--- src/hw/rtl/lcdseq_pkg.sv ---
// Shared types, constants and command tables for the character LCD nibble sequencer.
`timescale 1ns / 1ps

package lcdseq_pkg;

  typedef enum logic [1:0] {
    KIND_INIT   = 2'd0,
    KIND_CMD    = 2'd1,
    KIND_DATA   = 2'd2,
    KIND_CURSOR = 2'd3
  } kind_e;

  localparam logic [7:0] POWER_UP_HOLD   = 8'd150;
  localparam logic [7:0] ADDR_CMD_BASE   = 8'h80;
  localparam logic [2:0] PHASE_FINAL     = 3'd5;
  localparam logic [2:0] PHASE_HI_SETUP  = 3'd0;
  localparam logic [2:0] PHASE_HI_STROBE = 3'd1;
  localparam logic [2:0] PHASE_HI_HOLD   = 3'd2;
  localparam logic [2:0] PHASE_LO_SETUP  = 3'd3;
  localparam logic [2:0] PHASE_LO_STROBE = 3'd4;
  localparam logic [2:0] INIT_CURSOR_IDX = 3'd6;
  localparam logic [7:0] STROBE_HOLD     = 8'd1;
  localparam logic [7:0] RELEASE_HOLD    = 8'd2;
  localparam logic [7:0] SAT_HOLD        = 8'd255;

  // One request as held in the request register.
  typedef struct packed {
    kind_e      kind;
    logic [7:0] value;
    logic       row;
    logic [5:0] col;
    logic [7:0] extra_hold;
  } req_t;

  // Position within the pin-state run of the current request.
  typedef struct packed {
    logic       pre;       // power-up wait state of an initialise run
    logic [2:0] byte_idx;
    logic [2:0] phase;
  } seq_pos_t;

  typedef struct packed {
    logic       rs_level;
    logic       en_level;
    logic [3:0] data_nibble;
    logic [7:0] hold_units;
    logic       last;
  } pin_state_t;

  function automatic logic [7:0] init_cmd(input logic [2:0] idx);
    logic [7:0] cmd;
    unique case (idx)
      3'd0:    cmd = 8'h33;
      3'd1:    cmd = 8'h32;
      3'd2:    cmd = 8'h28;
      3'd3:    cmd = 8'h0F;
      3'd4:    cmd = 8'h01;
      3'd5:    cmd = 8'h06;
      default: cmd = ADDR_CMD_BASE;
    endcase
    return cmd;
  endfunction

  function automatic logic [7:0] init_wait(input logic [2:0] idx);
    logic [7:0] w;
    unique case (idx)
      3'd0:    w = 8'd50;
      3'd4:    w = 8'd20;
      default: w = 8'd1;
    endcase
    return w;
  endfunction

endpackage

--- src/hw/rtl/char_lcd_nibble_sequencer_top.sv ---
// Top level of the character LCD nibble sequencer: request register, run counter, output register.
`timescale 1ns / 1ps

// Usage:
// The input channel (in_valid_i / in_stall_o) carries one request: initialise,
// command byte, data byte or set cursor. The output channel (out_valid_o /
// out_stall_i) carries the resulting pin states for a 4-bit character LCD, one
// per transfer, with last marking the final state of a run.
// A request is held in a request register while a position counter walks its
// run; each cycle one pin state is formed and loaded into the output register,
// unless the output stalls. A request passes the request register and then the
// output register; a byte write is a run of 6 pin states and an initialise 43.
// The next request is taken in the same cycle the last pin state of the current
// run is loaded, so runs follow without gaps.
// When the receiver stalls, the output register holds its state and the run
// pauses; the input side stalls while a run is still being expanded.
// Reset clears the request and output valid flags; no request is in flight
// and nothing is presented on the output after reset.
module char_lcd_nibble_sequencer_top (
  input  logic       clk_i,
  input  logic       rst_ni,
  input  logic       in_valid_i,
  output logic       in_stall_o,
  input  logic [1:0] kind_i,
  input  logic [7:0] value_i,
  input  logic       row_i,
  input  logic [5:0] col_i,
  input  logic [7:0] extra_hold_i,
  output logic       out_valid_o,
  input  logic       out_stall_i,
  output logic       rs_level_o,
  output logic       en_level_o,
  output logic [3:0] data_nibble_o,
  output logic [7:0] hold_units_o,
  output logic       last_o
);

  lcdseq_pkg::req_t       req_q, req_d;
  lcdseq_pkg::seq_pos_t   pos_q, pos_d;
  lcdseq_pkg::pin_state_t pin;
  lcdseq_pkg::pin_state_t out_q, out_d;
  logic                   req_valid_q, req_valid_d;
  logic                   out_valid_q, out_valid_d;
  logic                   load_out;
  logic                   in_take;

  lcdseq_gen u_gen (
    .req_i (req_q),
    .pos_i (pos_q),
    .pin_o (pin)
  );

  assign load_out   = req_valid_q && (!out_valid_q || !out_stall_i);
  assign in_stall_o = req_valid_q && !(load_out && pin.last);
  assign in_take    = in_valid_i && !in_stall_o;

  always_comb begin
    req_valid_d = req_valid_q;
    req_d       = req_q;
    pos_d       = pos_q;
    if (load_out) begin
      if (pos_q.pre) begin
        pos_d.pre      = 1'b0;
        pos_d.byte_idx = 3'd0;
        pos_d.phase    = 3'd0;
      end else if (pos_q.phase == lcdseq_pkg::PHASE_FINAL) begin
        pos_d.phase    = 3'd0;
        pos_d.byte_idx = pos_q.byte_idx + 3'd1;
      end else begin
        pos_d.phase = pos_q.phase + 3'd1;
      end
      if (pin.last) begin
        req_valid_d = 1'b0;
      end
    end
    if (in_take) begin
      req_valid_d       = 1'b1;
      req_d.kind        = lcdseq_pkg::kind_e'(kind_i);
      req_d.value       = value_i;
      req_d.row         = row_i;
      req_d.col         = col_i;
      req_d.extra_hold  = extra_hold_i;
      pos_d.pre         = (lcdseq_pkg::kind_e'(kind_i) == lcdseq_pkg::KIND_INIT);
      pos_d.byte_idx    = 3'd0;
      pos_d.phase       = 3'd0;
    end
  end

  always_comb begin
    out_valid_d = out_valid_q;
    out_d       = out_q;
    if (load_out) begin
      out_valid_d = 1'b1;
      out_d       = pin;
    end else if (!out_stall_i) begin
      out_valid_d = 1'b0;
    end
  end

  always_ff @(posedge clk_i or negedge rst_ni) begin
    if (!rst_ni) begin
      req_valid_q <= 1'b0;
      out_valid_q <= 1'b0;
      pos_q       <= '0;
    end else begin
      req_valid_q <= req_valid_d;
      out_valid_q <= out_valid_d;
      pos_q       <= pos_d;
    end
  end

  always_ff @(posedge clk_i) begin
    req_q <= req_d;
    out_q <= out_d;
  end

  assign out_valid_o   = out_valid_q;
  assign rs_level_o    = out_q.rs_level;
  assign en_level_o    = out_q.en_level;
  assign data_nibble_o = out_q.data_nibble;
  assign hold_units_o  = out_q.hold_units;
  assign last_o        = out_q.last;

endmodule

--- src/hw/rtl/lcdseq_gen.sv ---
// Pin-state generator: maps a held request and a run position to one LCD pin state.
`timescale 1ns / 1ps

module lcdseq_gen (
  input  lcdseq_pkg::req_t       req_i,
  input  lcdseq_pkg::seq_pos_t   pos_i,
  output lcdseq_pkg::pin_state_t pin_o
);

  logic [7:0] byte_val;
  logic       rs;
  logic [8:0] tail;
  logic [9:0] final_sum;
  logic [7:0] final_hold;
  logic [3:0] nibble;
  logic       run_end;

  always_comb begin
    rs   = 1'b0;
    byte_val = req_i.value;
    tail = {1'b0, req_i.extra_hold};
    unique case (req_i.kind)
      lcdseq_pkg::KIND_INIT: begin
        byte_val = lcdseq_pkg::init_cmd(pos_i.byte_idx);
        tail     = {1'b0, lcdseq_pkg::init_wait(pos_i.byte_idx)};
      end
      lcdseq_pkg::KIND_CMD: begin
        rs = 1'b0;
      end
      lcdseq_pkg::KIND_DATA: begin
        rs = 1'b1;
      end
      lcdseq_pkg::KIND_CURSOR: begin
        // Address byte: bit 7 set, bit 6 selects the second line.
        byte_val = {1'b1, req_i.row, req_i.col};
        tail     = {1'b0, req_i.extra_hold} + 9'd1;
      end
      default: begin
        rs = 1'b0;
      end
    endcase
  end

  assign final_sum  = {2'b00, lcdseq_pkg::RELEASE_HOLD} + {1'b0, tail};
  assign final_hold = (final_sum > {2'b00, lcdseq_pkg::SAT_HOLD}) ?
                      lcdseq_pkg::SAT_HOLD : final_sum[7:0];
  assign nibble     = (pos_i.phase < lcdseq_pkg::PHASE_LO_SETUP) ?
                      byte_val[7:4] : byte_val[3:0];
  assign run_end    = (pos_i.phase == lcdseq_pkg::PHASE_FINAL) &&
                      ((req_i.kind != lcdseq_pkg::KIND_INIT) ||
                       (pos_i.byte_idx == lcdseq_pkg::INIT_CURSOR_IDX));

  always_comb begin
    pin_o.rs_level    = rs;
    pin_o.en_level    = 1'b0;
    pin_o.data_nibble = nibble;
    pin_o.hold_units  = 8'd0;
    pin_o.last        = run_end;
    if (pos_i.pre) begin
      pin_o.rs_level    = 1'b0;
      pin_o.data_nibble = 4'd0;
      pin_o.hold_units  = lcdseq_pkg::POWER_UP_HOLD;
      pin_o.last        = 1'b0;
    end else begin
      unique case (pos_i.phase)
        lcdseq_pkg::PHASE_HI_STROBE,
        lcdseq_pkg::PHASE_LO_STROBE: begin
          pin_o.en_level   = 1'b1;
          pin_o.hold_units = lcdseq_pkg::STROBE_HOLD;
        end
        lcdseq_pkg::PHASE_HI_HOLD: begin
          pin_o.hold_units = lcdseq_pkg::RELEASE_HOLD;
        end
        lcdseq_pkg::PHASE_FINAL: begin
          pin_o.hold_units = final_hold;
        end
        default: begin
          pin_o.hold_units = 8'd0;
        end
      endcase
    end
  end

endmodule
--- config.mk ---
export PLATFORM = sky130hd
export DESIGN_NAME = char_lcd_nibble_sequencer_top
export DESIGN_NICKNAME = d
export VERILOG_FILES = /design/src/hw/rtl/lcdseq_pkg.sv /design/src/hw/rtl/char_lcd_nibble_sequencer_top.sv /design/src/hw/rtl/lcdseq_gen.sv
export SDC_FILE = /design/constraint.sdc
export NUM_CORES = 1
export LEC_CHECK = 0
export BUFFER_PORTS_ARGS = -buffer_cell sky130_fd_sc_hd__buf_2
export CAP_MARGIN = 10
export CORE_MARGIN = 2
export CORE_UTILIZATION = 60
export CTS_CLUSTER_DIAMETER = 50
export DETAILED_ROUTE_END_ITERATION = 7
export PLACE_DENSITY = 0.84
export SYNTH_ARGS = -nofsm -noshare
export SYNTH_HDL_FRONTEND = slang
export SYNTH_HIERARCHICAL = 1
export SYNTH_SLANG_ARGS = --single-unit
--- constraint.sdc ---
create_clock -name clk_i -period 5.8 [get_ports clk_i]
set_input_delay 1.16 -clock clk_i [delete_from_list [all_inputs] [get_ports clk_i]]
set_output_delay 1.16 -clock clk_i [all_outputs]
set_load 0.05 [all_outputs]
==> results of run 1 <==
worst min-delay path by stage:
stage	from	end	slack [ns]	cells after the start
after detailed placement	req_valid_q	out_valid_o	0.52	1
after global placement	req_valid_q	out_valid_o	0.50	1
after floorplan	req_valid_q	out_valid_o	0.47	1
after CTS	req_valid_q	out_valid_o	0.53	1
final	req_valid_q	out_valid_o	0.53	1
after global routing	req_valid_q	out_valid_o	0.56	1
per-stage QoR:
stage | instances | instance area [µm²] | setup slack, ns | hold WS (ns) | util [%]
floorplan | 230 | 2689 | 2.223 | 0.4658 | -
global placement | 319 | 2942 | 2.803 | 0.4968 | 68.03
detailed placement | 319 | 2942 | 2.749 | 0.5214 | 68.03
CTS | 327 | 3053 | 2.541 | 0.5297 | 70.60
global route | 327 | 3053 | 2.348 | 0.5621 | 70.60
finish | 327 | 3053 | 2.510 | 0.5261 | 70.60
cells by family after synthesis:
group	Yosys count
and+or+nand+nor	73
DFF	49
AOI/OAI and AO/OA	68
buffers and inverters	22
muxes	6
xor gates and xnor gates	6
adders and majority gates	6
sequential cells by signal, summed over array words and instances, names as in the netlist:
register and cells:
req_valid_q 1, pos_q 7, out_valid_o 1, last_o 1
data_nibble_o 4, req_q 25, hold_units_o 8, en_level_o 1
rs_level_o 1
final cells by class:
| class | count | area, µm² | share of cell area (%) |
|---|---|---|---|
| Sequential cell | 49 | 1426 | 46.72 |
| Clock buffer | 6 | 72.57 | 2.377 |
| Timing Repair Buffer | 46 | 232.7 | 7.623 |
| Tap cell | 52 | 65.06 | 2.131 |
| Inverter | 13 | 48.80 | 1.598 |
| Multi-Input combinational cell | 159 | 1169 | 38.28 |
| Clock inverter | 2 | 38.79 | 1.270 |
where the power goes:
part / leakage (nW) / total [W] / internal (W) / switching [W]
clock: 0.0554 / 0.000237 / 0.000129 / 0.000108
sequential: 0.487 / 0.000512 / 0.000449 / 0.0000638
combinational: 0.650 / 0.000376 / 0.000141 / 0.000236
total: 1.19 / 0.00113 / 0.000718 / 0.000408
per-layer routing:
layer	share of wire, %	track usage [%]	up-vias	wire [µm]
li1	-	-	971	-
met1	41	24.14	962	2005
met2	52	36.34	70	2568
met3	5.0	4.558	9	247
met4	1.9	10.06	0	93
met5	0	0	-	0
cells in the final DEF (no fill, tap or decap), types with 2 or more instances in the layout:
| cell type | n |
|---|---|
| o21ai_0 | 9 |
| nand4_1 | 2 |
| xnor2_1 | 5 |
| o311ai_4 | 2 |
| a31oi_1 | 4 |
| o211ai_1 | 4 |
| buf_2 | 45 |
| a21o_1 | 2 |
| nand2b_1 | 5 |
| o22ai_1 | 2 |
| a22oi_1 | 3 |
| a21oi_1 | 16 |
| nand2_1 | 13 |
| ha_1 | 6 |
| nand3_1 | 10 |
| o21a_1 | 2 |
| inv_1 | 12 |
| a21boi_0 | 2 |
| nor2_1 | 16 |
| a211oi_1 | 2 |
| clkbuf_8 | 5 |
| nor3_1 | 4 |
| a32o_1 | 2 |
| nor4_1 | 2 |
| mux2_2 | 4 |
| a221oi_1 | 3 |
| dfrtp_1 | 9 |
| edfxtp_1 | 40 |
| o21a_4 | 2 |
| nor2b_1 | 6 |
worst max-delay path, cell delays in order, from the launching register on:
cell and delay, ns:
dfrtp_1 0.49, nand2_1 0.11, nor2_1 0.27, nand2_1 0.19, a21oi_1 0.33, a21boi_0 0.17, buf_2 0.24
synth_stat cells, types with 2 or more instances:
cell type / instances / area share [%]
a211oi_1: 2 / 0.56
a21boi_0: 2 / 0.56
a21o_1: 2 / 0.56
a21oi_1: 16 / 3.0
a221oi_1: 3 / 0.98
a22oi_1: 3 / 0.84
a31oi_1: 4 / 0.93
a32o_1: 2 / 0.74
clkbuf_1: 6 / 0.84
dfrtp_1: 9 / 8.4
edfxtp_1: 40 / 45
ha_1: 6 / 2.8
inv_1: 12 / 1.7
mux2_2: 4 / 1.7
nand2_1: 13 / 1.8
nand2b_1: 5 / 1.2
nand3_1: 10 / 1.9
nand4_1: 2 / 0.47
nor2_1: 16 / 2.2
nor2b_1: 6 / 1.4
nor3_1: 4 / 0.74
nor4_1: 2 / 0.47
o211ai_1: 4 / 1.1
o21a_1: 2 / 0.56
o21a_4: 2 / 1.1
o21ai_0: 9 / 1.7
o22ai_1: 2 / 0.47
o311ai_4: 2 / 2.0
xnor2_1: 5 / 1.6
==> flow_summary.json, run 1 <==
{
  "numClockSinks": 49,
  "syn2layout_area_growth_pct": 13.54,
  "start_util_pct": 62.18,
  "cp-endpoint": "in_stall_o",
  "cts-htree-levels": 2,
  "path_max_fanout": 9,
  "period_share_pct": 56.73,
  "synthMuxAreaShare_pct": 2.606,
  "power_density_mw_per_mm2": 368.9,
  "setup_viol": 0,
  "critPathKind": "reg2out",
  "nFillCells": 335,
  "synthSimpleGateAreaFrac_pct": 15.22,
  "synthXorXnorAreaFrac_pct": 1.954,
  "rsz0062_at_grt": "false",
  "nNetsFinal": 309,
  "synth-compound-area-share_pct": 20.89,
  "p_leak_nw": 1.193,
  "tns_ns": 0,
  "grt_first_pass_wirelength_um": 8204,
  "syn_inst": 230,
  "vdd_drop_max_uv": 221.9,
  "clock.fmax_mhz": 303.9,
  "drtAntennaViolNets": 0,
  "clkTransAtPathRegs_ns": 0.09,
  "antenna_found_initial": 0,
  "core_area_mm2": 0.004324,
  "reg2reg_to": "hold_units_o[1]",
  "end_kind": "primary output",
  "post-layout-total-power_w": 0.001126,
  "chipHeight_um": 70.95,
  "crit_start": "pos_q[2]",
  "rr_startpoint": "req_q[24]",
  "drc_errors": 0,
  "grt_max_degree": 34,
  "place.gp.congestion": 0.8075,
  "critPathArrivalTime_ns": 2.13,
  "drtIter0Drc": 157,
  "insertion_delay_ns": 0.31,
  "regToRegSetupSlack_ns": 2.95,
  "start_kind": "register",
  "routedWlPerCell_um": 15.03,
  "grt_overflow": 0,
  "yosysSeqAreaShare_pct": 53.05,
  "grt_pass1_vias": 1910,
  "track_usage_pct": 20.76,
  "place_hpwl_um": 3489,
  "synth.avg_cell_area_um2": 11.69,
  "crit_required_ns": 4.64,
  "synth_top_family_by_area": "compound AO/OA/AOI/OAI gates",
  "rows": 24,
  "portBuffers": 45,
  "outcome": "completed",
  "ys_types": 64,
  "slew_headroom_pct": 45.52,
  "ios": 46,
  "hold_class": "reg2reg",
  "die_w_um": 70.95,
  "reg2reg_depth": 9,
  "ctsHoldBuffers": 0,
  "post_cts_resized": 0,
  "worstMarginPinSlew_ns": 0.8173,
  "async_flop_share_pct": 18.37,
  "antenna_cells": 0,
  "yosysWarnings": 6,
  "cts-root-buf": "clkbuf_8",
  "hold_viol_final": 0,
  "synth-adder-area-share_pct": 2.792,
  "wl_um": 4915,
  "via_per_inst": 6.153,
  "clock_skew_ns": 0.008787,
  "synth_top_flop_cell": "edfxtp_1",
  "syn_nets": 265,
  "dieArea_mm2": 0.005033,
  "period_needed_ns": 3.290,
  "cap_violations": 0,
  "synth-seq-cells": 49,
  "cts_tree": "built",
  "slew_violations": 0,
  "cts_buffer_depth": 2,
  "syn-cell-area_mm2": 0.002689,
  "drt-pass1-iter-count": 6,
  "dr_total_vias": 2012,
  "drive_above_1_share_pct": 26.91,
  "numCtsBuffers": 5,
  "cts_setup_buffers": 0,
  "synth-edff-count": 40
}
Power figures use the tool's default switching activity.
==> inputs of run 2 (changes only) <==
--- a/config.mk
+++ b/config.mk
@@ -8,10 +8,10 @@
 export BUFFER_PORTS_ARGS = -buffer_cell sky130_fd_sc_hd__buf_2
 export CAP_MARGIN = 10
 export CORE_MARGIN = 2
-export CORE_UTILIZATION = 60
+export CORE_UTILIZATION = 50
 export CTS_CLUSTER_DIAMETER = 50
 export DETAILED_ROUTE_END_ITERATION = 7
-export PLACE_DENSITY = 0.84
+export PLACE_DENSITY = 0.75
 export SYNTH_ARGS = -nofsm -noshare
 export SYNTH_HDL_FRONTEND = slang
 export SYNTH_HIERARCHICAL = 1
==> constraint.sdc (replaced) <==
create_clock -name clk_i -period 3 [get_ports clk_i]
set_input_delay 0.6 -clock clk_i [delete_from_list [all_inputs] [get_ports clk_i]]
set_output_delay 0.6 -clock clk_i [all_outputs]
set_load 0.05 [all_outputs]
==> run 2 against run 1 <==
Effect of this change: clock power is 64% higher; total power is 91% higher; largest power group unchanged; non-clock buffer count is 7 higher; sequential share of layout area is 0.81 points lower; wire length is 1.8% higher; largest cell class unchanged.
==> flow_summary.json, run 2 (synthesis results as in run 1) <==
{
  "grt_overflow": 0,
  "grt_use_met3_pct": 3.605,
  "crit_top_cell": "nand2_1",
  "globalRouteMet2Util_pct": 28.96,
  "start_kind": "register",
  "dr_total_vias": 1961,
  "period_share_pct": 92.47,
  "crit_cells": 6,
  "cts-htree-levels": 2,
  "antenna_found_initial": 0,
  "drtAntennaViolNets": 0,
  "pre_cts_slack_ns": 0.3274,
  "dp_cells": 344,
  "wl_um": 5005,
  "vdd_drop_max_uv": 358.3,
  "top_register": "req_q",
  "dieArea_mm2": 0.005980,
  "period_needed_ns": 2.774,
  "critPathKind": "reg2out",
  "reg2reg_depth": 8,
  "rows": 26,
  "cap_violations": 0,
  "syn2layout_area_growth_pct": 15.54,
  "rsz0062_at_grt": "false",
  "path_delay_family": "simple AND/OR/NAND/NOR gates",
  "final_common_cell": "buf_2",
  "fin_cells": 352,
  "track_usage_pct": 17.39,
  "p_leak_nw": 1.216,
  "numClockSinks": 49,
  "start_util_pct": 52.31,
  "grt_max_degree": 27,
  "portBuffers": 45,
  "cp_cell_sequence": "nand2_1 -> nor2_1 -> nand2_1 -> a21oi_1 -> a21boi_0 -> buf_2",
  "end_kind": "primary output",
  "worstMarginPinSlew_ns": 0.6827,
  "nNetsFinal": 316,
  "drc_errors": 0,
  "slowest_delay_ns": 0.52,
  "grt_pass1_vias": 1789,
  "place.gp.congestion": 0.8950,
  "core_area_mm2": 0.005140,
  "path_max_fanout": 9,
  "numCtsBuffers": 5,
  "critPathSlowestCell": "dfrtp_1",
  "setup_ws_ns": 0.2259,
  "antenna_cells": 0,
  "via_per_inst": 5.571,
  "final_cell_mix": "buf_2, edfxtp_1, a21oi_1, nor2_1, nand2_1",
  "critPathArrivalTime_ns": 2.17,
  "post_cts_resized": 0,
  "drt-pass1-iter-count": 4,
  "cts_tree": "built",
  "clock.fmax_mhz": 360.5,
  "largest_reg_flops": 25,
  "clock_skew_ns": 0.01064,
  "tns_ns": 0,
  "place_hpwl_um": 3567,
  "globalRouteMet1Util_pct": 22.51,
  "cts-root-buf": "clkbuf_8",
  "setup_viol": 0,
  "routedWlPerCell_um": 14.22,
  "drtIter0Drc": 94,
  "cp.buffers_inverters": 1,
  "power_density_mw_per_mm2": 690.8,
  "clkTransAtPathRegs_ns": 0.09,
  "crit_required_ns": 2.40,
  "grt_busiest_layer": "met2",
  "outcome": "completed",
  "slew_headroom_pct": 54.37,
  "insertion_delay_ns": 0.30,
  "hold_class": "in2async",
  "cts_buffer_depth": 2,
  "slew_violations": 0,
  "grt_first_pass_wirelength_um": 8238,
  "chipHeight_um": 77.33,
  "die_w_um": 77.33,
  "cts_setup_buffers": 0,
  "drive_above_1_share_pct": 29.08,
  "ios": 46,
  "ctsHoldBuffers": 0,
  "hold_viol_final": 0
}
## run 2: final cells by class
cell class / instances / area [µm²]
Clock buffer: 5 / 68.82
Tap cell: 70 / 87.58
Sequential cell: 49 / 1426
Timing Repair Buffer: 53 / 285.3
Clock inverter: 3 / 21.27
Inverter: 13 / 48.80
Multi-Input combinational cell: 159 / 1169
Fill cell: 461 / 2033
## run 2: metrics by stage
stage	total power, W	util, %	hold slack [ns]	area [µm²]
floorplan	0.001573	-	0.3044	2689
global placement	0.001752	58.69	0.4622	3017
detailed placement	0.001767	58.69	0.4642	3017
CTS	0.002160	60.44	0.1307	3107
global route	0.002264	60.44	0.1328	3107
finish	0.002146	60.44	0.1305	3107
## run 2: power by group
group / leakage [nW] / internal [W] / switching, W
combinational: 0.685 / 0.000303 / 0.000499
clock: 0.0445 / 0.000166 / 0.000223
sequential: 0.487 / 0.000867 / 0.0000884
## run 2: layer usage
metal  wire [µm]  vias to the layer above
met2        2536                       60
li1            -                      980
met4          80                        0
met1        2151                      912
met3         236                        9
met5           0                        -
## run 2: final timing paths
kind,start,endpoint,slack (ns)
setup / recovery,pos_q[2],in_stall_o,0.23
hold / removal,rst_ni,pos_q[2],0.13
setup reg to reg,req_q[23],hold_units_o[0],0.32
hold reg to reg,req_valid_q,out_valid_o,0.52
max in group asynchronous,rst_ni,pos_q[4],2.68
min in group clk_i,extra_hold_i[6],req_q[6],0.46
==> inputs of run 3 (changes only) <==
--- a/config.mk
+++ b/config.mk
@@ -11,7 +11,9 @@
 export CORE_UTILIZATION = 50
 export CTS_CLUSTER_DIAMETER = 50
 export DETAILED_ROUTE_END_ITERATION = 7
+export GPL_TIMING_DRIVEN = 0
 export PLACE_DENSITY = 0.75
+export SLEW_MARGIN = 20
 export SYNTH_ARGS = -nofsm -noshare
 export SYNTH_HDL_FRONTEND = slang
 export SYNTH_HIERARCHICAL = 1
==> run 3 against run 2 <==
Effect of this change: via count increased by 0.15%; die area unchanged; maximum frequency decreased by 1.2%; combinational power decreased by 3.9%; worst hold slack improved by 0.0051 ns; final cell count increased by 0.28%; worst setup slack got worse by 0.034 ns; sequential power increased by 1%; largest cell class unchanged; global-route usage increased by 0.68 points; total power increased by 2.4%; core utilization increased by 0.12 points.
==> flow_summary.json, run 3 (synthesis results as in run 1) <==
{
  "drtAntennaViolNets": 0,
  "slew_headroom_pct": 47.79,
  "cts_tree": "built",
  "reg2reg_to": "hold_units_o[1]",
  "outcome": "completed",
  "dieArea_mm2": 0.005980,
  "drtIter0Drc": 118,
  "crit_required_ns": 3.06,
  "globalRouteMet2Util_pct": 30.52,
  "grt_first_pass_wirelength_um": 8487,
  "start_kind": "register",
  "regToRegSetupSlack_ns": 0.19,
  "track_usage_pct": 18.07,
  "p_leak_nw": 1.207,
  "start_util_pct": 52.31,
  "syn2layout_area_growth_pct": 15.77,
  "hold_viol_final": 0,
  "globalRouteMet1Util_pct": 22.27,
  "critPathArrivalTime_ns": 2.86,
  "slew_violations": 0,
  "grt_use_met3_pct": 4.186,
  "cts_buffer_depth": 2,
  "reg2reg_depth": 9,
  "core_area_mm2": 0.005140,
  "worstMarginPinSlew_ns": 0.7832,
  "fin_cells": 353,
  "dr_total_vias": 1964,
  "clkTransAtPathRegs_ns": 0.08,
  "rows": 26,
  "final_common_cell": "buf_2",
  "dp_cells": 345,
  "place_hpwl_um": 3614,
  "hold_class": "in2async",
  "nNetsFinal": 317,
  "numCtsBuffers": 5,
  "vdd_drop_max_uv": 390.1,
  "cts-root-buf": "clkbuf_8",
  "portBuffers": 45,
  "antenna_found_initial": 0,
  "chipHeight_um": 77.33,
  "grt_busiest_layer": "met2",
  "period_share_pct": 93.61,
  "critPathKind": "reg2reg",
  "power_density_mw_per_mm2": 705.7,
  "ctsHoldBuffers": 0,
  "clock.fmax_mhz": 356.1,
  "setup_viol": 0,
  "rr_startpoint": "req_q[23]",
  "tns_ns": 0,
  "routedWlPerCell_um": 14.41,
  "die_w_um": 77.33,
  "drt-pass1-iter-count": 4,
  "grt_pass1_vias": 1835,
  "largest_reg_flops": 25,
  "top_register": "req_q",
  "insertion_delay_ns": 0.31,
  "final_cell_mix": "buf_2, edfxtp_1, a21oi_1, nor2_1, nand2_1",
  "end_kind": "register",
  "path_max_fanout": 10,
  "drc_errors": 0,
  "grt_max_degree": 27,
  "cap_violations": 0,
  "rsz0062_at_grt": "false",
  "ios": 46,
  "grt_overflow": 0,
  "numClockSinks": 49,
  "period_needed_ns": 2.808,
  "place.gp.congestion": 0.7835,
  "drive_above_1_share_pct": 26.86,
  "cts-htree-levels": 2,
  "via_per_inst": 5.564,
  "wl_um": 5087,
  "clock_skew_ns": 0.01439,
  "antenna_cells": 0
}
==> run 3: cell count changes in the layout (fill, tap and decap cells not counted), sizes merged <==
| cell | before | now |
|---|---|---|
| inv | 14 | 13 |
| bufinv | 0 | 1 |
| buf | 53 | 48 |
| clkbuf | 5 | 11 |
==> run 3: worst max path at each step <==
stage	end	from	slack, ns	cells past startpoint
2_1_floorplan	in_stall_o	out_valid_o	0.40	2
3_3_place_gp	hold_units_o[1]	req_q[23]	0.21	8
3_5_place_dp	hold_units_o[1]	req_q[24]	0.14	8
4_1_cts	hold_units_o[1]	req_q[24]	0.10	8
5_1_grt	hold_units_o[1]	req_q[23]	0.04	9
6_report	hold_units_o[1]	req_q[23]	0.19	9
==> run 3: worst max-delay path, stage by stage (launching register included) <==
cell      delay, ns
edfxtp_1       0.38
inv_1          0.07
ha_1           0.36
clkbuf_1       0.24
clkbuf_2       0.26
o21ai_0        0.19
o21ai_0        0.10
a21oi_1        0.40
o211ai_1       0.18
a221o_1        0.38
==> run 3: layout make-up <==
cell class,instances,area [µm²]
Fill cell,437,2027
Tap cell,70,87.58
Buffer,9,46.29
Inverter,13,48.80
Clock buffer,5,68.82
Timing Repair Buffer,45,225.2
Clock inverter,3,41.29
Multi-Input combinational cell,159,1169
Sequential cell,49,1426
==> run 3: where the power goes <==
| part | leakage [nW] | internal, W | switching (W) |
|---|---|---|---|
| logic | 0.668 | 0.000284 | 0.000486 |
| registers | 0.487 | 0.000868 | 0.000102 |
| clock network | 0.0518 | 0.000245 | 0.000213 |
==> run 3: through the flow <==
stage | worst slack (ns) | area, µm² | hold WS, ns | power (W) | utilization (%)
after floorplan | 0.3986 | 2689 | 0.3044 | 0.001573 | -
after global routing | 0.04427 | 3113 | 0.1308 | 0.002314 | 60.56
after detailed placement | 0.1406 | 3002 | 0.4641 | 0.001742 | 58.40
after global placement | 0.2065 | 3002 | 0.4647 | 0.001723 | 58.40
final | 0.1918 | 3113 | 0.1356 | 0.002197 | 60.56
after CTS | 0.1035 | 3112 | 0.1362 | 0.002210 | 60.54
==> run 3: routing by layer <==
metal | share of wire (%) | vias to the layer above
li1 | - | 979
met2 | 50 | 65
met1 | 43 | 912
met3 | 5.0 | 8
met5 | 0 | -
met4 | 1.3 | 0
==> run 3: repair_timing <==
action / in CTS / in global routing
resized for setup: 0 / 2
buffers inserted: 0 / 0
setup endpoints to repair: 0 / 1
